==> config.mk <==
export PLATFORM = sky130hd
export DESIGN_NAME = styled_dda_line_rasterizer_unit
export DESIGN_NICKNAME = d
export VERILOG_FILES = /design/src/sv/sdda_pkg.sv /design/src/sv/styled_dda_line_rasterizer_unit.sv /design/src/sv/sdda_front.sv /design/src/sv/sdda_div.sv /design/src/sv/sdda_back.sv
export SDC_FILE = /design/constraint.sdc
export NUM_CORES = 1
export LEC_CHECK = 0
export BUFFER_PORTS_ARGS = -buffer_cell sky130_fd_sc_hd__buf_4
export CAP_MARGIN = 20
export CORE_MARGIN = 1
export CORE_UTILIZATION = 50
export CTS_CLUSTER_SIZE = 10
export DETAILED_ROUTE_END_ITERATION = 7
export PLACE_DENSITY = 0.69
export SLEW_MARGIN = 10
export SYNTH_ARGS = -nofsm -noshare
export SYNTH_HDL_FRONTEND = slang
export SYNTH_SLANG_ARGS = --single-unit
==> constraint.sdc <==
create_clock -name i_clk -period 4.9 [get_ports i_clk]
set_input_delay 0.49 -clock i_clk [delete_from_list [all_inputs] [get_ports i_clk]]
set_output_delay 0.49 -clock i_clk [all_outputs]
set_load 0.01 [all_outputs]
==> src/sv/sdda_pkg.sv <==
// Shared types and constants for the styled DDA line rasterizer.
// Used by every module of the block; depends on nothing.
package sdda_pkg;

    localparam int COORD_BITS  = 12;
    localparam int CANVAS_BITS = 12;
    localparam int THICK_BITS  = 5;
    localparam int PASS_BITS   = 5;

    localparam logic ACT_START   = 1'b0;
    localparam logic ACT_ADVANCE = 1'b1;

    localparam logic REG_CANVAS_W = 1'b0;
    localparam logic REG_CANVAS_H = 1'b1;

    localparam logic [CANVAS_BITS-1:0] CANVAS_W_RESET = 12'd811;
    localparam logic [CANVAS_BITS-1:0] CANVAS_H_RESET = 12'd561;

    typedef enum logic [1:0] {
        STY_SOLID,
        STY_DOT,
        STY_DASH,
        STY_DASHDOT
    } t_style;

    typedef enum logic [1:0] {
        BK_IDLE,
        BK_DIV_X,
        BK_DIV_Y,
        BK_FIRST
    } t_bk_state;

    typedef struct packed {
        logic                          action;
        logic signed [COORD_BITS-1:0]  start_x;
        logic signed [COORD_BITS-1:0]  start_y;
        logic signed [COORD_BITS-1:0]  end_x;
        logic signed [COORD_BITS-1:0]  end_y;
        logic [1:0]                    line_style;
        logic [THICK_BITS-1:0]         thickness;
    } t_in_item;

    typedef struct packed {
        logic signed [COORD_BITS-1:0]  pixel_x;
        logic signed [COORD_BITS-1:0]  pixel_y;
        logic                          plot;
        logic                          last;
        logic                          idle;
    } t_out_item;

    // classified request handed from front to back
    typedef struct packed {
        logic                          is_start;
        logic [COORD_BITS-1:0]         base_x;
        logic [COORD_BITS-1:0]         base_y;
        logic                          neg_x;
        logic                          neg_y;
        logic [COORD_BITS-1:0]         adx;
        logic [COORD_BITS-1:0]         ady;
        logic [COORD_BITS-1:0]         steps;
        logic                          off_x;
        t_style                        style;
        logic [PASS_BITS-1:0]          pass_last;
    } t_cmd;

    typedef struct packed {
        logic busy;
        logic done;
    } t_div_stat;

endpackage

==> src/sv/styled_dda_line_rasterizer_unit.sv <==
// Top level of the styled DDA line rasterizer: canvas registers, front end,
// request queue, stepping back end and shared divider. Depends on sdda_pkg.
//
//   channel  direction  handshake              payload
//   in       to block   i_in_valid/o_in_stall  i_in_data  (t_in_item)
//   out      from block o_out_valid/i_out_stall o_out_data (t_out_item)
//   cfg      to block   i_cfg_valid/o_cfg_ready i_cfg_index, i_cfg_data
//
// Advance request: one pixel per cycle sustained while the output is not stalled.
// Start request: two serial divisions on the shared divider, X then Y, then the
// first pixel; zero-length lines skip the divider. Synchronous active-low reset;
// no clearing pass. A two-deep queue sits between front and back; o_in_stall
// rises only when it is full.
module styled_dda_line_rasterizer_unit
    import sdda_pkg::*;
#(
    parameter int FRAC_BITS = 16
) (
    input  logic                   i_clk,
    input  logic                   i_rst_n,
    input  logic                   i_in_valid,
    output logic                   o_in_stall,
    input  t_in_item               i_in_data,
    output logic                   o_out_valid,
    input  logic                   i_out_stall,
    output t_out_item              o_out_data,
    input  logic                   i_cfg_valid,
    output logic                   o_cfg_ready,
    input  logic                   i_cfg_index,
    input  logic [CANVAS_BITS-1:0] i_cfg_data
);

    localparam int NW = COORD_BITS + FRAC_BITS + 2;
    localparam int DW = COORD_BITS + 1;

    logic [CANVAS_BITS-1:0] r_canvas_w;
    logic [CANVAS_BITS-1:0] r_canvas_h;

    logic          cmd_valid;
    t_cmd          cmd;
    logic          pop;
    logic          div_start;
    logic [NW-1:0] div_num;
    logic [DW-1:0] div_den;
    t_div_stat     div_stat;
    logic [NW-1:0] div_quo;
    t_bk_state     bk_state;

    assign o_cfg_ready = 1'b1;

    always_ff @(posedge i_clk) begin
        if (!i_rst_n) begin
            r_canvas_w <= CANVAS_W_RESET;
            r_canvas_h <= CANVAS_H_RESET;
        end else if (i_cfg_valid && o_cfg_ready) begin
            case (i_cfg_index)
                REG_CANVAS_W: r_canvas_w <= i_cfg_data;
                REG_CANVAS_H: r_canvas_h <= i_cfg_data;
                default:      r_canvas_w <= r_canvas_w;
            endcase
        end
    end

    sdda_front u_front (
        .i_clk       (i_clk),
        .i_rst_n     (i_rst_n),
        .i_in_valid  (i_in_valid),
        .o_in_stall  (o_in_stall),
        .i_in_data   (i_in_data),
        .o_cmd_valid (cmd_valid),
        .o_cmd       (cmd),
        .i_pop       (pop)
    );

    sdda_div #(
        .NUM_W (NW),
        .DEN_W (DW)
    ) u_div (
        .i_clk   (i_clk),
        .i_rst_n (i_rst_n),
        .i_start (div_start),
        .i_num   (div_num),
        .i_den   (div_den),
        .o_stat  (div_stat),
        .o_quo   (div_quo)
    );

    sdda_back #(
        .FRAC_BITS (FRAC_BITS)
    ) u_back (
        .i_clk       (i_clk),
        .i_rst_n     (i_rst_n),
        .i_cmd_valid (cmd_valid),
        .i_cmd       (cmd),
        .o_pop       (pop),
        .i_canvas_w  (r_canvas_w),
        .i_canvas_h  (r_canvas_h),
        .o_div_start (div_start),
        .o_div_num   (div_num),
        .o_div_den   (div_den),
        .i_div_stat  (div_stat),
        .i_div_quo   (div_quo),
        .o_out_valid (o_out_valid),
        .i_out_stall (i_out_stall),
        .o_out_data  (o_out_data),
        .o_state     (bk_state)
    );

    a_div_no_restart: assert property (@(posedge i_clk) disable iff (!i_rst_n)
        div_start |-> !div_stat.busy)
        else $error("divider restarted while busy");

    a_div_done_state: assert property (@(posedge i_clk) disable iff (!i_rst_n)
        div_stat.done |-> (bk_state == BK_DIV_X || bk_state == BK_DIV_Y))
        else $error("divider result arrived outside a divide state");

    a_pop_only_idle: assert property (@(posedge i_clk) disable iff (!i_rst_n)
        pop |-> (cmd_valid && bk_state == BK_IDLE))
        else $error("queue popped while back end busy or queue empty");

endmodule

==> src/sv/sdda_front.sv <==
// Front end: takes requests, classifies start requests (deltas, step count,
// pass count, offset axis) and queues them two deep. Depends on sdda_pkg.
module sdda_front
    import sdda_pkg::*;
(
    input  logic     i_clk,
    input  logic     i_rst_n,
    input  logic     i_in_valid,
    output logic     o_in_stall,
    input  t_in_item i_in_data,
    output logic     o_cmd_valid,
    output t_cmd     o_cmd,
    input  logic     i_pop
);

    localparam int C = COORD_BITS;

    t_cmd        r_q [2];
    logic        r_wr;
    logic        r_rd;
    logic [1:0]  r_cnt;

    logic [C:0]            dx;
    logic [C:0]            dy;
    logic [C:0]            ndx;
    logic [C:0]            ndy;
    logic [C-1:0]          adx;
    logic [C-1:0]          ady;
    logic [THICK_BITS-1:0] wm1;
    logic                  push;
    t_cmd                  cmd;

    always_comb begin
        dx  = {i_in_data.end_x[C-1], i_in_data.end_x} -
              {i_in_data.start_x[C-1], i_in_data.start_x};
        dy  = {i_in_data.end_y[C-1], i_in_data.end_y} -
              {i_in_data.start_y[C-1], i_in_data.start_y};
        ndx = -dx;
        ndy = -dy;
        adx = dx[C] ? ndx[C-1:0] : dx[C-1:0];
        ady = dy[C] ? ndy[C-1:0] : dy[C-1:0];
        wm1 = (i_in_data.thickness == '0) ? '0 : i_in_data.thickness - 1'b1;

        cmd.is_start  = (i_in_data.action == ACT_START);
        cmd.base_x    = i_in_data.start_x;
        cmd.base_y    = i_in_data.start_y;
        cmd.neg_x     = dx[C];
        cmd.neg_y     = dy[C];
        cmd.adx       = adx;
        cmd.ady       = ady;
        cmd.steps     = (adx > ady) ? adx : ady;
        cmd.off_x     = (dx == '0) || (ady > adx);
        cmd.style     = t_style'(i_in_data.line_style);
        cmd.pass_last = (cmd.style == STY_SOLID) ? {wm1[THICK_BITS-1:1], 1'b0} : '0;
    end

    assign o_in_stall  = r_cnt[1];
    assign push        = i_in_valid && !o_in_stall;
    assign o_cmd_valid = (r_cnt != 2'd0);
    assign o_cmd       = r_q[r_rd];

    always_ff @(posedge i_clk) begin
        if (!i_rst_n) begin
            r_wr  <= 1'b0;
            r_rd  <= 1'b0;
            r_cnt <= 2'd0;
        end else begin
            if (push) begin
                r_wr <= ~r_wr;
            end
            if (i_pop) begin
                r_rd <= ~r_rd;
            end
            r_cnt <= r_cnt + {1'b0, push} - {1'b0, i_pop};
        end
    end

    always_ff @(posedge i_clk) begin
        if (push) begin
            r_q[r_wr] <= cmd;
        end
    end

endmodule

==> src/sv/sdda_div.sv <==
// Restoring divider, one quotient bit per cycle, for the step increments.
// Depends on sdda_pkg for the status struct.
module sdda_div
    import sdda_pkg::*;
#(
    parameter int NUM_W = 30,
    parameter int DEN_W = 13
) (
    input  logic             i_clk,
    input  logic             i_rst_n,
    input  logic             i_start,
    input  logic [NUM_W-1:0] i_num,
    input  logic [DEN_W-1:0] i_den,
    output t_div_stat        o_stat,
    output logic [NUM_W-1:0] o_quo
);

    localparam int CNT_W = $clog2(NUM_W + 1);

    logic             r_busy;
    logic             r_done;
    logic [CNT_W-1:0] r_cnt;
    logic [DEN_W-1:0] r_rem;
    logic [DEN_W-1:0] r_den;
    logic [NUM_W-1:0] r_num;

    logic [DEN_W:0]   sh;
    logic [DEN_W:0]   diff;
    logic             ge;

    always_comb begin
        sh   = {r_rem, r_num[NUM_W-1]};
        diff = sh - {1'b0, r_den};
        ge   = (sh >= {1'b0, r_den});
    end

    always_ff @(posedge i_clk) begin
        if (!i_rst_n) begin
            r_busy <= 1'b0;
            r_done <= 1'b0;
            r_cnt  <= '0;
        end else begin
            r_done <= r_busy && (r_cnt == CNT_W'(1));
            if (i_start) begin
                r_busy <= 1'b1;
                r_cnt  <= CNT_W'(NUM_W);
            end else if (r_busy) begin
                r_cnt <= r_cnt - 1'b1;
                if (r_cnt == CNT_W'(1)) begin
                    r_busy <= 1'b0;
                end
            end
        end
    end

    always_ff @(posedge i_clk) begin
        if (i_start) begin
            r_num <= i_num;
            r_den <= i_den;
            r_rem <= '0;
        end else if (r_busy) begin
            r_rem <= ge ? diff[DEN_W-1:0] : sh[DEN_W-1:0];
            r_num <= {r_num[NUM_W-2:0], ge};
        end
    end

    assign o_stat.busy = r_busy;
    assign o_stat.done = r_done;
    assign o_quo       = r_num;

endmodule

==> src/sv/sdda_back.sv <==
// Back end: line stepping engine with pass sequencing, style mask, canvas clip
// and the output register; drives the shared divider. Depends on sdda_pkg.
module sdda_back
    import sdda_pkg::*;
#(
    parameter int FRAC_BITS = 16
) (
    input  logic                             i_clk,
    input  logic                             i_rst_n,
    input  logic                             i_cmd_valid,
    input  t_cmd                             i_cmd,
    output logic                             o_pop,
    input  logic [CANVAS_BITS-1:0]           i_canvas_w,
    input  logic [CANVAS_BITS-1:0]           i_canvas_h,
    output logic                             o_div_start,
    output logic [COORD_BITS+FRAC_BITS+1:0]  o_div_num,
    output logic [COORD_BITS:0]              o_div_den,
    input  t_div_stat                        i_div_stat,
    input  logic [COORD_BITS+FRAC_BITS+1:0]  i_div_quo,
    output logic                             o_out_valid,
    input  logic                             i_out_stall,
    output t_out_item                        o_out_data,
    output t_bk_state                        o_state
);

    localparam int C  = COORD_BITS;
    localparam int F  = FRAC_BITS;
    localparam int PW = C + F + 2;
    localparam int NW = C + F + 2;

    t_bk_state r_state;
    t_bk_state n_state;

    logic                 r_active;
    logic                 r_out_valid;
    t_out_item            r_out;

    logic [PW-1:0]        r_pos_x;
    logic [PW-1:0]        r_pos_y;
    logic [PW-1:0]        r_inc_x;
    logic [PW-1:0]        r_inc_y;
    logic [C-1:0]         r_step;
    logic [C-1:0]         r_total;
    logic [C-1:0]         r_base_x;
    logic [C-1:0]         r_base_y;
    logic [C-1:0]         r_ady;
    logic                 r_neg_x;
    logic                 r_neg_y;
    logic                 r_off_x;
    t_style               r_style;
    logic [PASS_BITS-1:0] r_pass;
    logic [PASS_BITS-1:0] r_pass_last;
    logic [1:0]           r_m3;
    logic [2:0]           r_m5;

    logic                 out_free;
    logic                 pop;
    logic                 load_start;
    logic                 do_emit;
    logic                 div_start;

    logic [C-1:0]         sel_mag;
    logic [C-1:0]         sel_steps;

    logic [C+1:0]         px;
    logic [C+1:0]         py;
    logic                 in_canvas;
    logic                 sty_ok;
    logic                 fin;
    t_out_item            emit_item;
    t_out_item            idle_item;

    logic [PASS_BITS-1:0] pass_nx;
    logic [PASS_BITS-1:0] off_mag;
    logic [5:0]           off;
    logic [C:0]           bx_off;
    logic [C:0]           by_off;
    logic [PW-1:0]        pass_pos_x;
    logic [PW-1:0]        pass_pos_y;
    logic [PW-1:0]        start_pos_x;
    logic [PW-1:0]        start_pos_y;
    logic [PW-1:0]        quo_ext;
    logic [PW-1:0]        inc_val;

    // next state
    always_comb begin
        n_state = r_state;
        unique case (r_state)
            BK_IDLE: begin
                if (load_start) begin
                    n_state = (i_cmd.steps != '0) ? BK_DIV_X : BK_FIRST;
                end
            end
            BK_DIV_X: begin
                if (i_div_stat.done) begin
                    n_state = BK_DIV_Y;
                end
            end
            BK_DIV_Y: begin
                if (i_div_stat.done) begin
                    n_state = BK_FIRST;
                end
            end
            BK_FIRST: begin
                if (out_free) begin
                    n_state = BK_IDLE;
                end
            end
            default: n_state = BK_IDLE;
        endcase
    end

    // state outputs
    always_comb begin
        out_free   = !r_out_valid || !i_out_stall;
        pop        = 1'b0;
        do_emit    = 1'b0;
        div_start  = 1'b0;
        sel_mag    = r_ady;
        sel_steps  = r_total;
        unique case (r_state)
            BK_IDLE: begin
                pop       = i_cmd_valid && (i_cmd.is_start || out_free);
                do_emit   = pop && !i_cmd.is_start;
                div_start = pop && i_cmd.is_start && (i_cmd.steps != '0);
                sel_mag   = i_cmd.adx;
                sel_steps = i_cmd.steps;
            end
            BK_DIV_X: begin
                div_start = i_div_stat.done;
            end
            BK_DIV_Y: begin
                div_start = 1'b0;
            end
            BK_FIRST: begin
                do_emit = out_free;
            end
            default: begin
                pop = 1'b0;
            end
        endcase
        load_start = pop && i_cmd.is_start;
    end

    assign o_div_start = div_start;
    assign o_div_num   = (NW'(sel_mag) << (F + 1)) + NW'(sel_steps);
    assign o_div_den   = {sel_steps, 1'b0};
    assign o_pop       = pop;

    // current pixel
    always_comb begin
        px = r_pos_x[PW-1:F] + (C+2)'(r_pos_x[PW-1] && (r_pos_x[F-1:0] != '0));
        py = r_pos_y[PW-1:F] + (C+2)'(r_pos_y[PW-1] && (r_pos_y[F-1:0] != '0));
        in_canvas = !px[C+1] && !py[C+1] &&
                    (px < (C+2)'(i_canvas_w)) && (py < (C+2)'(i_canvas_h));
        case (r_style)
            STY_DOT:     sty_ok = (r_m3 == 2'd0);
            STY_DASH:    sty_ok = (r_m5 != 3'd0);
            STY_DASHDOT: sty_ok = (r_step[3:0] <= 4'd7) || (r_step[3:0] == 4'd11) ||
                                  (r_step[3:0] == 4'd12);
            default:     sty_ok = 1'b1;
        endcase
        fin = (r_step == r_total) && (r_pass == r_pass_last);

        emit_item.pixel_x = px[C-1:0];
        emit_item.pixel_y = py[C-1:0];
        emit_item.plot    = sty_ok && in_canvas;
        emit_item.last    = fin;
        emit_item.idle    = 1'b0;

        idle_item      = '0;
        idle_item.idle = 1'b1;
    end

    // pass offsets: 0, -1, +1, -2, +2, ...
    always_comb begin
        pass_nx = r_pass + 1'b1;
        off_mag = (pass_nx + PASS_BITS'(pass_nx[0])) >> 1;
        off     = pass_nx[0] ? -{1'b0, off_mag} : {1'b0, off_mag};
        bx_off  = {r_base_x[C-1], r_base_x} +
                  (r_off_x ? {{(C-5){off[5]}}, off} : '0);
        by_off  = {r_base_y[C-1], r_base_y} +
                  (r_off_x ? '0 : {{(C-5){off[5]}}, off});
        pass_pos_x  = {bx_off[C], bx_off, {F{1'b0}}};
        pass_pos_y  = {by_off[C], by_off, {F{1'b0}}};
        start_pos_x = {{2{i_cmd.base_x[C-1]}}, i_cmd.base_x, {F{1'b0}}};
        start_pos_y = {{2{i_cmd.base_y[C-1]}}, i_cmd.base_y, {F{1'b0}}};
        quo_ext     = PW'(i_div_quo[F:0]);
        inc_val     = ((r_state == BK_DIV_X) ? r_neg_x : r_neg_y) ? -quo_ext : quo_ext;
    end

    always_ff @(posedge i_clk) begin
        if (!i_rst_n) begin
            r_state     <= BK_IDLE;
            r_active    <= 1'b0;
            r_out_valid <= 1'b0;
        end else begin
            r_state <= n_state;
            if (load_start) begin
                r_active <= 1'b1;
            end else if (do_emit && r_active && fin) begin
                r_active <= 1'b0;
            end
            if (do_emit) begin
                r_out_valid <= 1'b1;
            end else if (!i_out_stall) begin
                r_out_valid <= 1'b0;
            end
        end
    end

    always_ff @(posedge i_clk) begin
        if (do_emit) begin
            r_out <= r_active ? emit_item : idle_item;
        end
        if (load_start) begin
            r_pos_x     <= start_pos_x;
            r_pos_y     <= start_pos_y;
            r_inc_x     <= '0;
            r_inc_y     <= '0;
            r_step      <= '0;
            r_total     <= i_cmd.steps;
            r_base_x    <= i_cmd.base_x;
            r_base_y    <= i_cmd.base_y;
            r_ady       <= i_cmd.ady;
            r_neg_x     <= i_cmd.neg_x;
            r_neg_y     <= i_cmd.neg_y;
            r_off_x     <= i_cmd.off_x;
            r_style     <= i_cmd.style;
            r_pass      <= '0;
            r_pass_last <= i_cmd.pass_last;
            r_m3        <= '0;
            r_m5        <= '0;
        end else if (i_div_stat.done && (r_state == BK_DIV_X)) begin
            r_inc_x <= inc_val;
        end else if (i_div_stat.done && (r_state == BK_DIV_Y)) begin
            r_inc_y <= inc_val;
        end else if (do_emit && r_active) begin
            if (r_step != r_total) begin
                r_step  <= r_step + 1'b1;
                r_pos_x <= r_pos_x + r_inc_x;
                r_pos_y <= r_pos_y + r_inc_y;
                r_m3    <= (r_m3 == 2'd2) ? 2'd0 : r_m3 + 2'd1;
                r_m5    <= (r_m5 == 3'd4) ? 3'd0 : r_m5 + 3'd1;
            end else if (r_pass != r_pass_last) begin
                r_pass  <= pass_nx;
                r_pos_x <= pass_pos_x;
                r_pos_y <= pass_pos_y;
                r_step  <= '0;
                r_m3    <= '0;
                r_m5    <= '0;
            end
        end
    end

    assign o_out_valid = r_out_valid;
    assign o_out_data  = r_out;
    assign o_state     = r_state;

endmodule
Word-level counts from Yosys, hierarchy flattened
Memories as Yosys holds them, arrays and structs flattened. A register that Yosys moved wholly into a read port is not among the register bits.
Cells that the tools add are included.
{ "totals": {"regBits": 321, "ram_bits": 142, "inputBits": 74, "out_inout_bits": 30, "word_cells": 210, "mem_count": 1} }
{ "mem_list": {"columns": ["memory", "depth", "width", "read_ports", "rd_clocked_by_memory_dff", "wr", "line", "rtl"], "rows": [
  ["u_front.r_q", 2, 71, 1, 1, 1, "sdda_front.sv:18", "t_cmd r_q [2];"]
]} }
{ "op_classes": {"add_sub_neg": 23, "magnitude_cmp": 6, "eq_ne": 22, "muxes": 59, "bitwise_logic": 8, "reduce_logical": 52} }
{ "op_table": {"columns": ["cell", "n"], "rows": [
  ["$mux W30", 15],
  ["$mux W12", 7],
  ["$add A30 B30 Y30", 2],
  ["$mux W13", 3],
  ["$reduce_bool A16 Y1", 2],
  ["$add A29 B12 Y30", 1],
  ["$neg A17 Y30", 1],
  ["$add A14 B1 Y14", 2],
  ["$lt A14 B12 Y1", 2],
  ["$add A13 B13 Y13", 2],
  ["$sub A12 B12 Y13", 2],
  ["$gt A12 B12 Y1", 2],
  ["$neg A12 Y12", 2],
  ["$mux W5", 4],
  ["$logic_and A1 B1 Y1", 18],
  ["$mux W2", 8],
  ["$ge A14 B13 Y1", 1],
  ["$mux W1", 14],
  ["$logic_not A13 Y1", 1],
  ["$sub A13 B13 Y13", 1],
  ["$add A12 B1 Y12 const B", 1],
  ["$eq A12 B12 Y1", 1],
  ["$ne A12 B12 Y1", 1],
  ["$reduce_and A4 Y1", 3],
  ["34 further kinds", 74]
]} }

Depth between registers and ports, before layout
{ "logic_depth": {"ltp_word": 12, "mapped_depth": 23, "mapped_depth_nobuf": 21} }

Modules after synthesis
From an unflattened synthesis, not the netlist that was laid out.
{ "hier_totals": {"hier_cells": 2498, "hier_area_um2": 26409.1} }
{ "by_module_without_submodules": {"columns": ["module", "instances", "cells_each", "area_each_um2", "seq_area_each_um2"], "rows": [
  ["sdda_back", 1, 1518, 14396.3, 5755.5],
  ["sdda_front", 1, 603, 7742.4, 4304.1],
  ["sdda_div", 1, 273, 3308.2, 1691.6],
  ["styled_dda_line_rasterizer_unit", 1, 104, 962.2, 480.5]
]} }

Worst setup path after synthesis
No wires, ideal clock.
{ "synth_timing": {"path_type": "input -> register", "start": "input i_in_data[7] (netlist name)", "end": "memory u_front.r_q[0][9] (netlist name), data pin", "setup_time_ns": 0.285, "arrival_ns": 4.689, "required_time_ns": 4.615, "slack_ns": -0.074, "path_stages": 19, "path_buffers": 1, "cell_sequence": "inv_1 ha_1 fa_1 nor2b_4 o31a_1 or4b_1 nand3_1 or4_4 a2111o_1 o21a_1 xor3_1 ha_1 nand4_1 nor2_1 o21ai_0 o211a_1 a21oi_1 clkbuf_1 o21ai_0"} }
{ "synth_rtl": {"columns": ["element", "line", "rtl"], "rows": [
  ["start: declaration", "styled_dda_line_rasterizer_unit.sv:23", "input t_in_item i_in_data,"],
  ["end: declaration", "sdda_front.sv:18", null]
]} }

Worst setup path in the final report
{ "layout_timing": {"start": "register u_back.r_pass[0]", "end": "register u_back.r_pos_x[26], data pin"} }
{ "layout_via": {"elab_chain_len": 12} }
{ "layout_lines": {"columns": ["element", "line", "rtl"], "rows": [
  ["start: declaration", "sdda_back.sv:51", "logic [PASS_BITS-1:0] r_pass;"],
  ["start signal: assignment", "sdda_back.sv:246", "r_pass <= pass_nx;"],
  ["$add A5 B1 Y5 (*)", "sdda_back.sv:177", "pass_nx = r_pass + 1'b1;"],
  ["named net u_back.pass_nx[0]", "sdda_back.sv:73", "logic [PASS_BITS-1:0] pass_nx;"],
  ["$add A5 B1 Y5", "sdda_back.sv:178", "off_mag = (pass_nx + PASS_BITS'(pass_nx[0])) >> 1;"],
  ["$neg A4 Y6", "sdda_back.sv:179", "off = pass_nx[0] ? -{1'b0, off_mag} : {1'b0, off_mag};"],
  ["$mux W6 (*)", "sdda_back.sv:179", null],
  ["$mux W13 (*)", "sdda_back.sv:181", "(r_off_x ? {{(C-5){off[5]}}, off} : '0);"],
  ["$add A13 B13 Y13 (*)", "sdda_back.sv:180", "bx_off = {r_base_x[C-1], r_base_x} +"],
  ["$mux W30 (*)", "sdda_back.sv:245", "end else if (r_pass != r_pass_last) begin"],
  ["$mux W30 (*)", "sdda_back.sv:239", "if (r_step != r_total) begin"],
  ["$mux W30 (*)", "sdda_back.sv:238", "end else if (do_emit && r_active) begin"],
  ["$mux W30 (*)", "sdda_back.sv:236", "end else if (i_div_stat.done && (r_state == BK_DIV_Y)) begin"],
  ["$mux W30 (*)", "sdda_back.sv:234", "end else if (i_div_stat.done && (r_state == BK_DIV_X)) begin"],
  ["$mux W30 (*)", "sdda_back.sv:216", "if (load_start) begin"],
  ["end signal: assignment", "sdda_back.sv:217", "r_pos_x <= start_pos_x;"],
  ["end signal: assignment", "sdda_back.sv:241", "r_pos_x <= r_pos_x + r_inc_x;"],
  ["end signal: assignment", "sdda_back.sv:247", "r_pos_x <= pass_pos_x;"],
  ["end: declaration", "sdda_back.sv:38", "logic [PW-1:0] r_pos_x;"]
]} }
Mark *: on every way through the listed nets, which the timed path passes. The rest lies on a longest branch. The select of a mux whose other input is x is not followed.
A chain may end at the register's enable or synchronous reset.

==> results.yml <==
status:
  outcome: "finished, final reports clean"
floorplanning:
  start_util_pct: 51.1
  io_pins: 104
  die_area_um2: 51200
  dieWidth_um: 226
  core_um2: 49300
  die_y_um: 226
  num_rows: 81
placed_design:
  portBuffers: 102
  dpl.hpwl_um: 44500
  routabilityCongestion: 0.891
  placed_area_um2: 26900
  pre_cts_ws_ns: -0.0635
critical_path:
  critical_path_arrival_ns: 4.83
  path_cells: "inv_1 > ha_1 > o31ai_1 > xor2_1 > xor2_1 > nand2_1 > o21ai_0 > nor2_1 > ha_1 > a21o_1 > a21oi_1 > o21bai_1 > a2111oi_1 > nor3_1 > or3_1 > a32oi_1 > o21ai_0"
  critPathLaunchType: "register"
  end_kind: "register"
  max_stage_delay_ns: 0.53
  timing.rr.start: "u_back.r_pass[0]"
  r2r-end: "u_back.r_pos_x[26]"
  crit_type: "register to register"
  ff2ff_setup_slack_ns: 0.42
  r2r_cells: 17
  cp_slowest_cell: "a2111oi_1"
  worstPathRequired_ns: 5.25
  worst-path-max-fanout: 12
clock_network:
  cts_tree: "built"
  clock_latency_ns: 0.62
  postCtsHoldBufs: 0
  numCtsBuffers: 54
  clock_path_buffers: 3
  cts_root_buf: "clkbuf_16"
  clock-sinks: 461
  h-tree-depth: 2
  clk_pin_slew_ns: 0.06
  post_cts_buffers: 0
  cts_resized: 0
power_and_ir_drop:
  p_clk_share_pct: 25.6
  p_per_area_nw_per_um2: 516
  cellLeakagePower_nw: 11.6
  netSwitchingFraction_pct: 35.3
  p_seq_share_pct: 39.3
  vdd.ir_drop.worst_uv: 364
  switchingPower_mw: 5.21
  p_int_mw: 9.53
  comb_power_share_pct: 35.1
  fin_total_pwr_mw: 14.7
timing:
  setup_viol: 0
  slew_violations: 0
  relSlewSlack_pct: 35.5
  finalCriticalPeriod_ns: 4.48
  fin_skew_ns: 0.0303
  rsz0062_at_grt: "no"
  fin_ws_ns: 0.416
  worst_slew_pin_slew_ns: 0.968
  hold_viol_final: 0
  fin_crit_sh_pct: 91.5
  max_freq_ghz: 0.223
detailed_routing:
  via_count: 18500
  avgViaCountPerCell: 5.63
  routed_wl_um: 60800
  drcViolationCount: 0
  firstDrtPassIters: 5
  dr.first_iter.drc_count: 1370
  wl_per_cell_um: 18.5
  antenna_left: 0
logic_synthesis:
  synth_area_um2: 25100
  synth_edf_count: 294
  synth_cells: 2451
  ys.flop_type: "edfxtp_1"
  synthArstFlopShare_pct: 0
  ys_seq_area_share_pct: 48.4
  synth_nets: 2708
  synth_seq_cells: 461
  yosysWarnings: 0
  avgSynthCellArea_um2: 10.3
  synth_cell_types: 76
layout:
  syn_to_final_growth_pct: 13.6
  utilization_pct: 58.0
  multi_input_area_um2: 12100
  drive_gt1_share_pct: 11.4
  num_antenna_cells: 0
  regArea_um2: 12200
  fillerInstances: 4255
  nets: 2841
  final_area_um2: 28600
global_routing:
  globalRouteTotalUtil_pct: 23.9
  grt_overflow_total: 0
  grt_pass1_vias: 18100
  antenna_found_initial: 1
  grt_max_degree: 153
  grt_first_pass_wirelength_um: 96200
worst_hold_path:
  holdPathStages: 1
  hold_end: "u_front.r_q[0][46]"
  hp-class: "primary input to register"
  holdCritStartpoint: "i_in_data[31]"
job:
  cap_violations: 0
==> placed cells by master (no fill, tap or decap), types with 13 or more instances in the layout <==
cell	n
a21boi_0	21
xnor2_1	97
o211ai_1	13
o21bai_1	16
ha_1	176
o21a_1	24
mux2i_1	43
nand2b_1	18
inv_1	144
a211oi_1	47
a21o_1	56
nor4_1	17
mux2_2	52
clkbuf_1	32
clkbuf_16	55
and2_1	39
o21ai_0	146
nor3_1	42
and3_1	31
a22oi_1	16
edfxtp_1	294
or3_1	13
nand4_1	20
nor2b_1	22
xor2_1	93
nand3_1	53
nand2_1	237
buf_4	155
nor2_1	172
o31ai_1	19
dfxtp_1	165
a21oi_1	174
==> kinds of logic (layout without fill, tap and decap cells) <==
kind of cell | after synthesis | after routing | share of synthesized area, %
AOI/OAI and AO/OA | 600 | 600 | 15.1
other | 1 | 1 | 0.0149
xor gates and xnor gates | 192 | 192 | 6.78
and+or+nand+nor | 694 | 694 | 13.0
DFF | 461 | 461 | 48.4
muxes | 95 | 95 | 4.04
buffers and inverters | 225 | 400 | 3.39
adders and majority gates | 183 | 183 | 9.31
==> state kept, by name, summed over array words and instances, names as in the netlist, 13 cells and up, named ones only <==
name,cells
u_div.o_quo,30
u_front.r_q,140
u_back.r_pos_x,30
u_back.r_inc_x,30
u_back.r_inc_y,30
u_back.r_pos_y,30
u_div.r_rem,13
u_back.o_out_data,27
==> layer usage <==
layer | part of all wire [%] | up-vias | wire (µm) | GRT usage [%]
li1 | - | 9126 | - | -
met1 | 45 | 8856 | 27400 | 32.1
met2 | 48 | 446 | 28900 | 40.2
met3 | 5.2 | 93 | 3140 | 3.71
met4 | 2.2 | 2 | 1320 | 6.15
met5 | 0.021 | - | 13 | 0
==> per-stage QoR <==
stage	instances	hold slack, ns	setup TNS [ns]
global route	3290	0.0447	0
detailed placement	3191	0.452	-0.511
finish	3290	0.0643	0
CTS	3289	0.0354	0
global placement	3190	0.449	0
floorplan	2451	0.441	0
==> cells in the mapped netlist, drive strengths merged (47+ instances only) <==
cell | number | area, µm²
xnor2 | 97 | 850
o21ai | 148 | 748
nor2 | 173 | 649
mux2 | 52 | 586
nand3 | 53 | 265
dfxtp | 167 | 3340
a211oi | 47 | 353
ha | 176 | 2200
xor2 | 94 | 831
clkbuf | 71 | 267
a21o | 56 | 420
inv | 144 | 541
nand2 | 237 | 890
edfxtp | 294 | 8830
a21oi | 174 | 871
==> power by group through the flow <==
stage / Sequential (mW) / Combinational, mW / Clock [mW]
4_1_cts: 5.80 / 5.18 / 3.85
5_1_grt: 5.88 / 5.73 / 4.01
6_report: 5.80 / 5.17 / 3.77
3_5_place_dp: 5.87 / 5.14 / 0
2_1_floorplan: 5.71 / 3.61 / 0
3_3_place_gp: 5.84 / 4.97 / 0
==> worst max-delay path, delay by kind of cell (launching register included) <==
family          cells  cell delay (ns)
fa+ha+maj           2             0.70
xor+xnor            2             0.46
buf+inv             1             0.16
compound gates      8             1.77
flops               1             0.47
simple gates        4             0.65
==> final cells by class <==
type                       count  area share (%)
inverter                     145            1.91
multi-input combinational   1765            42.5
timing repair buffer         157            4.24
tap                          664            2.91
clock inverter                 4           0.236
sequential                   461            42.6
clock buffer                  94            5.57
==> how the worst max path moves through the flow <==
stage               slack, ns            endpoint        startpoint  cells past startpoint
floorplan                 0.1   u_front.r_q[0][9]      i_in_data[7]                     19
global placement         0.04  u_front.r_q[0][18]      i_in_data[7]                     20
detailed placement      -0.06   u_front.r_q[0][9]      i_in_data[7]                     25
CTS                      0.15  u_back.r_pos_y[28]  u_back.r_pass[0]                     18
global route             0.03  u_back.r_pos_x[28]  u_back.r_pass[0]                     18
finish                   0.42  u_back.r_pos_x[26]  u_back.r_pass[0]                     17
Power figures use the tool's default switching activity.
